**config.mk**
```make
export PLATFORM = sky130hd
export DESIGN_NAME = integer_to_base_n_ascii
export DESIGN_NICKNAME = d
export VERILOG_FILES = /design/src/i2b_pkg.sv /design/src/i2b_ram.sv /design/src/integer_to_base_n_ascii.sv
export SDC_FILE = /design/constraint.sdc
export NUM_CORES = 1
export LEC_CHECK = 0
export BUFFER_PORTS_ARGS = -buffer_cell sky130_fd_sc_hd__buf_2
export CORE_MARGIN = 4
export CORE_UTILIZATION = 49
export CTS_CLUSTER_SIZE = 12
export DETAILED_ROUTE_END_ITERATION = 16
export GPL_ROUTABILITY_DRIVEN = 0
export PLACE_DENSITY = 0.75
export RECOVER_POWER = 100
export REMOVE_ABC_BUFFERS = 1
export SYNTH_ARGS = -nofsm -noshare
export SYNTH_HDL_FRONTEND = slang
export SYNTH_SLANG_ARGS = --single-unit
```
**constraint.sdc**
```tcl
create_clock -name clk -period 3.7 [get_ports clk]
set_input_delay 0.185 -clock clk [delete_from_list [all_inputs] [get_ports clk]]
set_output_delay 0.185 -clock clk [all_outputs]
set_load 0.1 [all_outputs]
```
**src/i2b_pkg.sv**
```systemverilog
package i2b_pkg;

  localparam int VALUE_BITS_DEF = 32;
  localparam int CFG_W          = 6;
  localparam int DIGIT_W        = 6;
  localparam int CHAR_W         = 7;
  localparam int STATUS_W       = 2;

  localparam logic [CFG_W-1:0] RADIX_MIN   = 6'd2;
  localparam logic [CFG_W-1:0] RADIX_MAX   = 6'd36;
  localparam logic [CFG_W-1:0] RADIX_RESET = 6'd10;

  localparam logic [STATUS_W-1:0] STATUS_OK       = 2'd0;
  localparam logic [STATUS_W-1:0] STATUS_BAD_BASE = 2'd1;
  localparam logic [STATUS_W-1:0] STATUS_NEGATIVE = 2'd2;

  localparam logic [CHAR_W-1:0] CHAR_ZERO  = 7'h30;
  localparam logic [CHAR_W-1:0] CHAR_ALPHA = 7'h41;
  localparam logic [CHAR_W-1:0] CHAR_NONE  = 7'h00;

  typedef enum logic [2:0] {
    ST_IDLE,
    ST_SPEC,
    ST_DIV,
    ST_RD,
    ST_LD
  } state_t;

  // digit value 0..35 to ascii
  function automatic logic [CHAR_W-1:0] digit_ascii(input logic [DIGIT_W-1:0] d);
    logic [CHAR_W-1:0] dx;
    dx = {1'b0, d};
    if (d < 6'd10) begin
      digit_ascii = CHAR_ZERO + dx;
    end else begin
      digit_ascii = CHAR_ALPHA + dx - 7'd10;
    end
  endfunction

endpackage

```
**src/i2b_ram.sv**
```systemverilog
module i2b_ram #(
  parameter int WIDTH = 6,
  parameter int DEPTH = 32
) (
  input  logic                     clk,
  input  logic                     we,
  input  logic [$clog2(DEPTH)-1:0] waddr,
  input  logic [WIDTH-1:0]         wdata,
  input  logic                     re,
  input  logic [$clog2(DEPTH)-1:0] raddr,
  output logic [WIDTH-1:0]         rdata
);

  logic [WIDTH-1:0] mem_r [DEPTH];
  logic [WIDTH-1:0] rdata_r;

  always_ff @(posedge clk) begin
    if (we) begin
      mem_r[waddr] <= wdata;
    end
    if (re) begin
      rdata_r <= mem_r[raddr];
    end
  end

  assign rdata = rdata_r;

endmodule

```
**src/integer_to_base_n_ascii.sv**
```systemverilog
// Converts one signed VALUE_BITS-bit integer per item into ASCII digits in
// the base held in the radix register (2 to 36; digits 0-9 then A-Z). Results
// come out one character each, most significant first, with out_last on the
// final one. Zero gives the single character '0'. A base outside 2..36 gives
// one result with status 1 (bad base, checked first); a negative value gives
// one result with status 2 (empty string); both carry digit_char 0 and last.
// Timing: each digit comes from a bit-serial restoring divide that retires one
// quotient bit per cycle. One item is converted at a time; a new item is taken
// as soon as the last result of the previous one sits in the output register.
// The radix register may only be written while the block is idle.
module integer_to_base_n_ascii #(
  parameter int VALUE_BITS = i2b_pkg::VALUE_BITS_DEF
) (
  input  logic                          clk,
  input  logic                          rst_n,
  // configuration
  input  logic                          cfg_we,
  input  logic [i2b_pkg::CFG_W-1:0]     cfg_wdata,
  // input item
  input  logic                          in_valid,
  output logic                          in_ready,
  input  logic signed [VALUE_BITS-1:0]  in_value,
  // result item
  output logic                          out_valid,
  input  logic                          out_ready,
  output logic [i2b_pkg::CHAR_W-1:0]    out_digit_char,
  output logic                          out_last,
  output logic [i2b_pkg::STATUS_W-1:0]  out_status
);

  import i2b_pkg::*;

  // magnitude width, quotient bit counter, digit counter, store address
  localparam int MAG_W  = VALUE_BITS - 1;
  localparam int BIT_W  = $clog2(MAG_W);
  localparam int CNT_W  = $clog2(VALUE_BITS + 1);
  localparam int ADDR_W = $clog2(VALUE_BITS);

  // control state
  state_t            state_r, state_nxt;
  logic [CFG_W-1:0]  radix_r;
  logic              out_valid_r, out_valid_nxt;

  // divide datapath
  logic [MAG_W-1:0]   q_r, q_nxt;
  logic [DIGIT_W-1:0] rem_r, rem_nxt;
  logic [BIT_W-1:0]   bit_r, bit_nxt;
  logic [CNT_W-1:0]   cnt_r, cnt_nxt;

  // pending special-case result
  logic [CHAR_W-1:0]   spec_char_r, spec_char_nxt;
  logic [STATUS_W-1:0] spec_status_r, spec_status_nxt;

  // output register payload
  logic [CHAR_W-1:0]   out_char_r, out_char_nxt;
  logic                out_last_r, out_last_nxt;
  logic [STATUS_W-1:0] out_status_r, out_status_nxt;

  // handshake and sequencing strobes
  logic in_fire;
  logic slot_free;
  logic out_load;
  logic ram_we;
  logic ram_re;

  // per-cycle divide step
  logic [DIGIT_W:0]   trial;
  logic [DIGIT_W:0]   trial_diff;
  logic               q_bit;
  logic [DIGIT_W-1:0] rem_step;
  logic [MAG_W-1:0]   q_step;
  logic               bit_last;
  logic [CNT_W-1:0]   cnt_inc;
  logic [CNT_W-1:0]   cnt_dec;
  logic               div_done;

  // item classification at accept
  logic bad_base;
  logic is_zero;
  logic is_neg;
  logic is_special;

  logic [DIGIT_W-1:0] ram_rdata;

  assign in_fire   = in_valid && in_ready;
  // output register can take a new result this cycle
  assign slot_free = !out_valid_r || out_ready;

  assign bad_base   = (radix_r < RADIX_MIN) || (radix_r > RADIX_MAX);
  assign is_zero    = (in_value == '0);
  assign is_neg     = in_value[VALUE_BITS-1];
  assign is_special = bad_base || is_zero || is_neg;

  // restoring divide: bring down the next dividend bit, subtract radix if it fits
  assign trial      = {rem_r, q_r[MAG_W-1]};
  assign trial_diff = trial - {1'b0, radix_r};
  assign q_bit      = (trial >= {1'b0, radix_r});
  assign rem_step   = q_bit ? trial_diff[DIGIT_W-1:0] : trial[DIGIT_W-1:0];
  assign q_step     = {q_r[MAG_W-2:0], q_bit};
  assign bit_last   = (bit_r == BIT_W'(MAG_W - 1));

  assign cnt_inc  = cnt_r + 1'b1;
  assign cnt_dec  = cnt_r - 1'b1;
  // stop once the quotient runs out or the store is full
  assign div_done = bit_last && ((q_step == '0) || (cnt_inc == CNT_W'(VALUE_BITS)));

  // next state
  always_comb begin
    state_nxt = state_r;
    unique case (state_r)
      ST_IDLE: begin
        if (in_fire) begin
          state_nxt = is_special ? ST_SPEC : ST_DIV;
        end
      end
      ST_SPEC: begin
        if (slot_free) begin
          state_nxt = ST_IDLE;
        end
      end
      ST_DIV: begin
        if (div_done) begin
          state_nxt = ST_RD;
        end
      end
      ST_RD: begin
        state_nxt = ST_LD;
      end
      ST_LD: begin
        if (slot_free) begin
          state_nxt = (cnt_r == '0) ? ST_IDLE : ST_RD;
        end
      end
      default: begin
        state_nxt = ST_IDLE;
      end
    endcase
  end

  // fsm outputs
  always_comb begin
    in_ready = 1'b0;
    ram_we   = 1'b0;
    ram_re   = 1'b0;
    out_load = 1'b0;
    unique case (state_r)
      ST_IDLE: in_ready = 1'b1;
      ST_SPEC: out_load = slot_free;
      ST_DIV:  ram_we   = bit_last;
      ST_RD:   ram_re   = 1'b1;
      ST_LD:   out_load = slot_free;
      default: in_ready = 1'b0;
    endcase
  end

  // datapath next values
  always_comb begin
    q_nxt           = q_r;
    rem_nxt         = rem_r;
    bit_nxt         = bit_r;
    cnt_nxt         = cnt_r;
    spec_char_nxt   = spec_char_r;
    spec_status_nxt = spec_status_r;

    if (in_fire) begin
      q_nxt   = in_value[MAG_W-1:0];
      rem_nxt = '0;
      bit_nxt = '0;
      cnt_nxt = '0;
      // bad base wins over zero, zero over negative
      priority if (bad_base) begin
        spec_char_nxt   = CHAR_NONE;
        spec_status_nxt = STATUS_BAD_BASE;
      end else if (is_zero) begin
        spec_char_nxt   = CHAR_ZERO;
        spec_status_nxt = STATUS_OK;
      end else begin
        spec_char_nxt   = CHAR_NONE;
        spec_status_nxt = STATUS_NEGATIVE;
      end
    end else if (state_r == ST_DIV) begin
      q_nxt = q_step;
      if (bit_last) begin
        // remainder is the digit; quotient carries into the next digit
        rem_nxt = '0;
        bit_nxt = '0;
        cnt_nxt = cnt_inc;
      end else begin
        rem_nxt = rem_step;
        bit_nxt = BIT_W'(bit_r + 1'b1);
      end
    end else if (ram_re) begin
      cnt_nxt = cnt_dec;
    end
  end

  // output register: loads a result, clears when taken
  always_comb begin
    out_char_nxt   = out_char_r;
    out_last_nxt   = out_last_r;
    out_status_nxt = out_status_r;
    out_valid_nxt  = out_valid_r;
    if (out_load) begin
      out_valid_nxt = 1'b1;
      if (state_r == ST_SPEC) begin
        out_char_nxt   = spec_char_r;
        out_last_nxt   = 1'b1;
        out_status_nxt = spec_status_r;
      end else begin
        out_char_nxt   = digit_ascii(ram_rdata);
        out_last_nxt   = (cnt_r == '0);
        out_status_nxt = STATUS_OK;
      end
    end else if (out_ready) begin
      out_valid_nxt = 1'b0;
    end
  end

  // control registers
  always_ff @(posedge clk) begin
    if (!rst_n) begin
      state_r     <= ST_IDLE;
      radix_r     <= RADIX_RESET;
      out_valid_r <= 1'b0;
      q_r         <= '0;
      cnt_r       <= '0;
      bit_r       <= '0;
    end else begin
      state_r     <= state_nxt;
      out_valid_r <= out_valid_nxt;
      q_r         <= q_nxt;
      cnt_r       <= cnt_nxt;
      bit_r       <= bit_nxt;
      if (cfg_we) begin
        radix_r <= cfg_wdata;
      end
    end
  end

  // payload registers
  always_ff @(posedge clk) begin
    rem_r         <= rem_nxt;
    spec_char_r   <= spec_char_nxt;
    spec_status_r <= spec_status_nxt;
    out_char_r    <= out_char_nxt;
    out_last_r    <= out_last_nxt;
    out_status_r  <= out_status_nxt;
  end

  // digit store: remainders least significant first, read back in reverse
  i2b_ram #(
    .WIDTH (DIGIT_W),
    .DEPTH (VALUE_BITS)
  ) u_digit_store (
    .clk   (clk),
    .we    (ram_we),
    .waddr (cnt_r[ADDR_W-1:0]),
    .wdata (rem_step),
    .re    (ram_re),
    .raddr (cnt_dec[ADDR_W-1:0]),
    .rdata (ram_rdata)
  );

  assign out_valid      = out_valid_r;
  assign out_digit_char = out_char_r;
  assign out_last       = out_last_r;
  assign out_status     = out_status_r;

endmodule

```
==> results of run 1 <==
[routing by layer]
layer | wire length (µm) | vias to the layer above | GRT usage, %
li1 | - | 3129 | -
met1 | 10400 | 3453 | 27.1
met2 | 13400 | 332 | 35.2
met3 | 1780 | 68 | 2.58
met4 | 805 | 0 | 6.02
met5 | 0 | - | 0
[tightest hold or removal path, stage by stage]
cell     delay (ns)
buf_2          0.09
a22oi_1        0.07
a21oi_1        0.14
[layout by cell type (no fill, tap or decap), types with 4 or more instances in the layout]
cell type,instances
buf_4,5
xor2_1,7
a22o_1,4
nand2b_1,5
nor2_1,62
ha_1,14
inv_1,21
a21oi_1,51
nand3b_1,4
xnor2_1,11
nand2_1,56
o21ai_0,14
nor4_1,15
clkbuf_16,29
mux4_2,60
nand4_1,8
or3_1,4
buf_2,41
dlygate4sd3_1,35
clkbuf_1,40
dfxtp_1,57
nor3_1,8
nand3_1,5
a22oi_1,31
mux2_2,6
mux2i_1,6
edfxtp_1,211
nor2b_1,4
[power groups by stage]
stage	Sequential, mW	Combinational (mW)	Clock (mW)
floorplan	4.44	1.47	0
global placement	4.26	2.40	0
detailed placement	4.26	2.46	0
CTS	4.21	2.51	2.62
global route	4.26	2.67	2.76
finish	4.23	2.46	2.58
[state kept, by name, summed over array words and instances (netlist names)]
signal / flops
u_digit_store.mem_r: 192
q_r: 31
out_digit_char: 7
cnt_r: 6
radix_r: 6
rem_r: 6
u_digit_store.rdata: 6
bit_r: 5
state_r: 3
out_status: 2
spec_status_r: 2
out_last: 1
out_valid: 1
spec_char_r: 1
[logic make-up (layout without fill, tap and decap cells)]
logic type      count (synthesis)  after routing  share of synthesized area (%)
buf+inv                        61            183                           2.36
flops                         269            269                           66.1
mux                            75             75                           13.3
xor+xnor                       19             19                           1.47
simple gates                  189            189                           7.88
compound gates                125            125                           6.99
fa+ha+maj                      16             16                           1.83
[area by class of cell]
cell class              count  share of cell area (%)
flip-flops and latches    269                    57.3
well taps                 285                    2.72
multi-input cells         424                    27.4
repair buffers            113                    5.60
clock inverters             7                   0.430
clock buffers              42                    5.99
inverters                  21                   0.602
[how the worst max path moves through the flow]
| stage | startpoint | to | slack [ns] | depth (start not counted) |
|---|---|---|---|---|
| after floorplan | cnt_r[0] | u_digit_store.rdata[0] | -1.56 | 5 |
| after global placement | cnt_r[1] | u_digit_store.rdata[1] | 0.77 | 6 |
| after detailed placement | cnt_r[1] | u_digit_store.rdata[1] | 0.71 | 6 |
| after CTS | cnt_r[1] | u_digit_store.rdata[1] | 0.66 | 6 |
| after global routing | radix_r[2] | u_digit_store.mem_r[13][1] | 0.32 | 7 |
| final | cnt_r[1] | u_digit_store.rdata[5] | 0.49 | 6 |
[metrics by stage]
step	area [µm²]	total power [mW]	util, %
2_1_floorplan	11100	5.92	-
3_3_place_gp	12000	6.66	52.8
3_5_place_dp	12000	6.73	52.8
4_1_cts	13200	9.34	58.1
5_1_grt	13100	9.69	57.7
6_report	13100	9.28	57.7
==> results.tsv, run 1 <==
stage	metric	value	unit
cts	cts_buffers	28	
route	via_per_inst	6.01	
timing	setup_viol	0	
power_and_ir_drop	pwr-share-clk	27.9	%
hold_path	worstHoldEndpoint	q_r[14]	
run_status	status	complete, but fails checks	
worst_setup_path	end_kind	flip-flop	
global_route	gr-total-overflow	0	
synth	synth_top_area_share	55.9	%
synth	ys_seq_area_share	66.1	%
timing	relSlewSlack	-10.0	%
synth	synth.most_common_cell	edfxtp_1	
finish	regArea	7500	µm²
run	maxCapViolCount	1	
cts	clk_path_buf_depth	3	
worst_setup_path	crit_slowest_cell	ha_2	
global_route	grt_pass1_wl	40500	µm
worst_setup_path	worst-path-buf-inv	2	
synth	synth_edf_count	211	
power_and_ir_drop	power_density	708	nW/µm²
floorplanning	rows	55	
synth	ys_async_sr_fraction	0	%
worst_setup_path	critPathKind	flip-flop to flip-flop	
placed_design	pre_cts_slack	0.714	ns
finish	diodes	0	
worst_setup_path	reg2reg_slack	0.49	ns
synth	syn_inst	754	
timing	setup_tns	0	ns
hold_path	hold_depth	3	
route	ant_nets	0	
cts	clk_pin_slew	0.06	ns
synth	synth_area_leaders	edfxtp_1, mux4_2, dfxtp_1, a21oi_1, nor2_1	
timing	period_share	86.8	%
route	drtPass1Iterations	5	
synth	yosys_warnings	0	
placed_design	dp_cells	1077	
hold_path	hold_class	input port to flip-flop	
worst_setup_path	ff2ff_path_depth	6	
synth	syn_area	11300	µm²
floorplanning	coreArea	22700	µm²
global_route	grt_usage	20.3	%
synth	synth_top_flop_cell	edfxtp_1	
worst_setup_path	start_kind	flip-flop	
route	drt_iter0_drc	927	
floorplanning	ios	55	
worst_setup_path	r2r_start	cnt_r[1]	
worst_setup_path	critPathMostFrequentCell	mux4_2	
synth	synth_commonest_cells	edfxtp_1, nor2_1, mux4_2	
finish	area_growth_syn_to_layout	15.6	%
cts	clock_latency	0.52	ns
route	wire_per_inst	22.8	µm
timing	layout_setup_ws	0.490	ns
cts	cts.sinks	269	
placed_design	hpwlAfterDp	15900	µm
worst_setup_path	slowest_delay	0.81	ns
worst_setup_path	critPathArrivalTime	3.48	ns
timing	rsz0062_at_grt	no	
route	routed_wl	26400	µm
power_and_ir_drop	swShare	31.9	%
power_and_ir_drop	leakage	4.30	nW
placed_design	io_buffers	54	
timing	fin_skew	0.00962	ns
finish	fin_cells	1161	
route	vias	6982	
timing	slew_violations	38	
power_and_ir_drop	p_int	6.32	mW
finish	nFillCells	1713	
worst_setup_path	critPathMaxFanout	25	
floorplanning	die_h	160	µm
timing	holdWs	0.0106	ns
global_route	antenna_found_initial	0	
worst_setup_path	worstReg2RegEnd	u_digit_store.rdata[5]	
floorplanning	die_x	160	µm
synth	yosysTopAreaCell	edfxtp_1	
timing	clock.fmax	0.312	GHz
synth	ys_types	54	
timing	min_period	3.21	ns
cts	cts_hold_buf	35	
worst_setup_path	path_cells	inv_1 -> ha_2 -> clkbuf_1 -> mux4_2 -> mux4_2 -> mux2_2	
cts	post_cts_resized	0	
cts	cts-root-buf	clkbuf_16	
cts	cts_tree	built	
synth	synth-seq-cells	269	
power_and_ir_drop	comb_power_share	26.5	%
cts	postCtsSetupRepairBufs	0	
cts	htreeDepth	1	
power_and_ir_drop	p_sw	2.96	mW
global_route	grt_pass1_vias	6951	
finish	multi_input_area	3590	µm²
run_status	violations	max-capacitance violations, max-slew violations	
finish	nets	916	
route	route.detailed.drc	0	
timing	hold_viol	0	
floorplanning	initial_core_util	49.9	%
synth	avgSynthCellArea	15.0	µm²
worst_setup_path	crit_family	multiplexers	
global_route	grt_max_degree	55	
worst_setup_path	cp_data_required_time	3.97	ns
finish	drive_gt1_share	18.4	%
floorplanning	die-area	25600	µm²
power_and_ir_drop	vdd_drop_max	0.000412	V
power_and_ir_drop	seq_power_share	45.6	%
timing	worst_slew_pin_slew	1.65	ns
hold_path	worstHoldStart	in_value[14]	
Power figures use the tool's default switching activity.
==> run 2, diff against run 1 <==
--- a/config.mk
+++ b/config.mk
@@ -11,8 +11,9 @@
 export CTS_CLUSTER_SIZE = 12
 export DETAILED_ROUTE_END_ITERATION = 16
 export GPL_ROUTABILITY_DRIVEN = 0
+export GPL_TIMING_DRIVEN = 0
 export PLACE_DENSITY = 0.75
-export RECOVER_POWER = 100
+export RECOVER_POWER = 50
 export REMOVE_ABC_BUFFERS = 1
 export SYNTH_ARGS = -nofsm -noshare
 export SYNTH_HDL_FRONTEND = slang
==> results.tsv, run 2 (same netlist as run 1, synthesis figures left out) <==
stage	metric	value	unit	change
power_and_ir_drop	swShare	31.5	%	was 31.9%
timing	period_share	95.1	%	was 86.8%
route	vias	6842		was 6982
floorplanning	die_x	160	µm	unchanged
finish	largest_register	u_digit_store.mem_r		unchanged
cts	post_cts_resized	0		unchanged
finish	fin_area	13200	µm²	was 13100 µm²
floorplanning	coreArea	22700	µm²	unchanged
timing	slew_violations	38		unchanged
worst_setup_path	end_kind	flip-flop		unchanged
power_and_ir_drop	p_sw	2.98	mW	was 2.96 mW
floorplanning	rows	55		unchanged
power_and_ir_drop	vdd_drop_max	0.000486	V	was 0.000412 V
route	via_per_inst	5.95		was 6.01
global_route	gr-total-overflow	0		unchanged
route	routed_wl	24100	µm	was 26400 µm
global_route	grt_pass1_wl	37700	µm	was 40500 µm
finish	multi_input_area	3600	µm²	was 3590 µm²
placed_design	dp_cells	1060		was 1077
finish	final_cell_mix	edfxtp_1, nor2_1, mux4_2		unchanged
cts	clk_pin_slew	0.06	ns	about the same
worst_setup_path	ff2ff_path_depth	7		was 6
worst_setup_path	start_kind	flip-flop		unchanged
timing	rsz0062_at_grt	no		unchanged
worst_setup_path	critPathMaxFanout	45		was 25
finish	drive_gt1_share	19.0	%	was 18.4%
global_route	grt_pass1_vias	6856		was 6951
finish	regArea	7500	µm²	unchanged
run_status	status	complete, but fails checks		unchanged
finish	fin_cells	1149		was 1161
cts	cts_tree	built		unchanged
floorplanning	initial_core_util	49.9	%	unchanged
hold_path	hold_class	input port to flip-flop		unchanged
placed_design	placed_area	11900	µm²	was 12000 µm²
power_and_ir_drop	seq_power_share	44.4	%	was 45.6%
cts	htreeDepth	1		unchanged
cts	cts.sinks	269		unchanged
finish	largest_reg_flops	192		unchanged
cts	clock_latency	0.53	ns	was 0.52 ns
timing	holdWs	-0.0120	ns	was 0.0106 ns
global_route	grt_usage	18.5	%	was 20.3%
finish	diodes	0		unchanged
worst_setup_path	r2r_start	cnt_r[0]		was cnt_r[1]
power_and_ir_drop	power_density	719	nW/µm²	was 708 nW/µm²
placed_design	hpwlAfterDp	15200	µm	was 15900 µm
hold_path	worstHoldStart	in_value[1]		was in_value[14]
finish	nets	901		was 916
cts	cts_buffers	28		unchanged
global_route	antenna_found_initial	0		unchanged
worst_setup_path	reg2reg_slack	0.18	ns	was 0.49 ns
cts	cts-root-buf	clkbuf_16		unchanged
timing	fin_skew	0.0125	ns	was 0.00962 ns
timing	setup_viol	0		unchanged
route	wire_per_inst	21.0	µm	was 22.8 µm
finish	fin_util	58.0	%	was 57.7%
run	maxCapViolCount	1		unchanged
route	drt_iter0_drc	984		was 927
power_and_ir_drop	pwr-share-clk	28.2	%	was 27.9%
power_and_ir_drop	p_int	6.49	mW	was 6.32 mW
floorplanning	die_h	160	µm	unchanged
timing	hold_viol	1		was 0
worst_setup_path	critPathArrivalTime	3.79	ns	was 3.48 ns
worst_setup_path	critPathKind	flip-flop to flip-flop		unchanged
timing	layout_setup_ws	0.182	ns	was 0.490 ns
cts	clk_path_buf_depth	3		unchanged
floorplanning	ios	55		unchanged
timing	min_period	3.52	ns	was 3.21 ns
route	ant_nets	0		unchanged
hold_path	hold_depth	3		unchanged
power_and_ir_drop	comb_power_share	27.4	%	was 26.5%
worst_setup_path	worstReg2RegEnd	u_digit_store.rdata[3]		was u_digit_store.rdata[5]
power_and_ir_drop	leakage	4.32	nW	was 4.30 nW
finish	final_common_cell	edfxtp_1		unchanged
placed_design	pre_cts_slack	0.160	ns	was 0.714 ns
floorplanning	die-area	25600	µm²	unchanged
finish	area_growth_syn_to_layout	16.2	%	was 15.6%
timing	relSlewSlack	-0.516	%	was -10.0%
route	route.detailed.drc	0		unchanged
timing	clock.fmax	0.284	GHz	was 0.312 GHz
global_route	grt_max_degree	46		was 55
hold_path	worstHoldEndpoint	q_r[1]		was q_r[14]
worst_setup_path	cp_data_required_time	3.97	ns	about the same
route	drtPass1Iterations	6		was 5
placed_design	io_buffers	54		unchanged
run_status	violations	negative hold slack, max-capacitance violations, max-slew violations		was max-capacitance violations, max-slew violations
finish	nFillCells	1674		was 1713
timing	worst_slew_pin_slew	1.51	ns	was 1.65 ns
## run 2: cell types whose count changed in the layout (fill, tap and decap cells not counted), sizes merged
cell | previous run | this run
clkbuf | 73 | 58
dlygate4sd3 | 35 | 37
buf | 47 | 48
## run 2: how the worst max path moves through the flow
stage                   from                     end  cells past startpoint
global placement    cnt_r[0]  u_digit_store.rdata[3]                      5
global route        cnt_r[0]  u_digit_store.rdata[3]                      7
detailed placement  cnt_r[0]  u_digit_store.rdata[3]                      7
finish              cnt_r[0]  u_digit_store.rdata[3]                      7
CTS                 cnt_r[0]  u_digit_store.rdata[3]                      7
floorplan           cnt_r[0]  u_digit_store.rdata[0]                      5
## run 2: critical path, cell delays in order, from the launching register on
cell,delay [ns]
dfxtp_4,0.50
buf_16,0.35
inv_1,0.15
ha_2,0.70
buf_12,0.29
mux4_2,0.39
mux4_2,0.54
mux2_2,0.31
## run 2: cell type report
type / count / share of cell area, %
Clock inverter: 7 / 0.408
Tap cell: 285 / 2.71
Sequential cell: 269 / 56.9
Timing Repair Buffer: 98 / 5.71
Multi-Input combinational cell: 424 / 27.3
Clock buffer: 45 / 6.34
Inverter: 21 / 0.598
## run 2: metrics by stage
step	TNS (ns)	total power, mW
after CTS	0	9.54
after global routing	0	9.87
final	0	9.47
after detailed placement	0	6.85
after floorplan	-39.66	5.92
after global placement	-348.27	6.62
## run 2: power by group through the flow
stage	Combinational [mW]	Clock, mW	Sequential [mW]
after floorplan	1.47	0	4.44
after detailed placement	2.58	0	4.27
final	2.59	2.67	4.21
after CTS	2.62	2.72	4.21
after global placement	2.31	0	4.31
after global routing	2.80	2.84	4.24
## run 2: repair_timing
| action | CTS | global route |
|---|---|---|
| setup buffers | 0 | 0 |
| endpoints found under the hold margin | 35 | 0 |
| hold buffers | 37 | 0 |
## run 2: layer usage
metal	vias up	global-route usage [%]	part of all wire, %
li1	3120	-	-
met3	47	3.07	6.3
met5	-	0	0
met4	0	4.85	2.2
met2	278	31.8	51
met1	3397	24.8	40
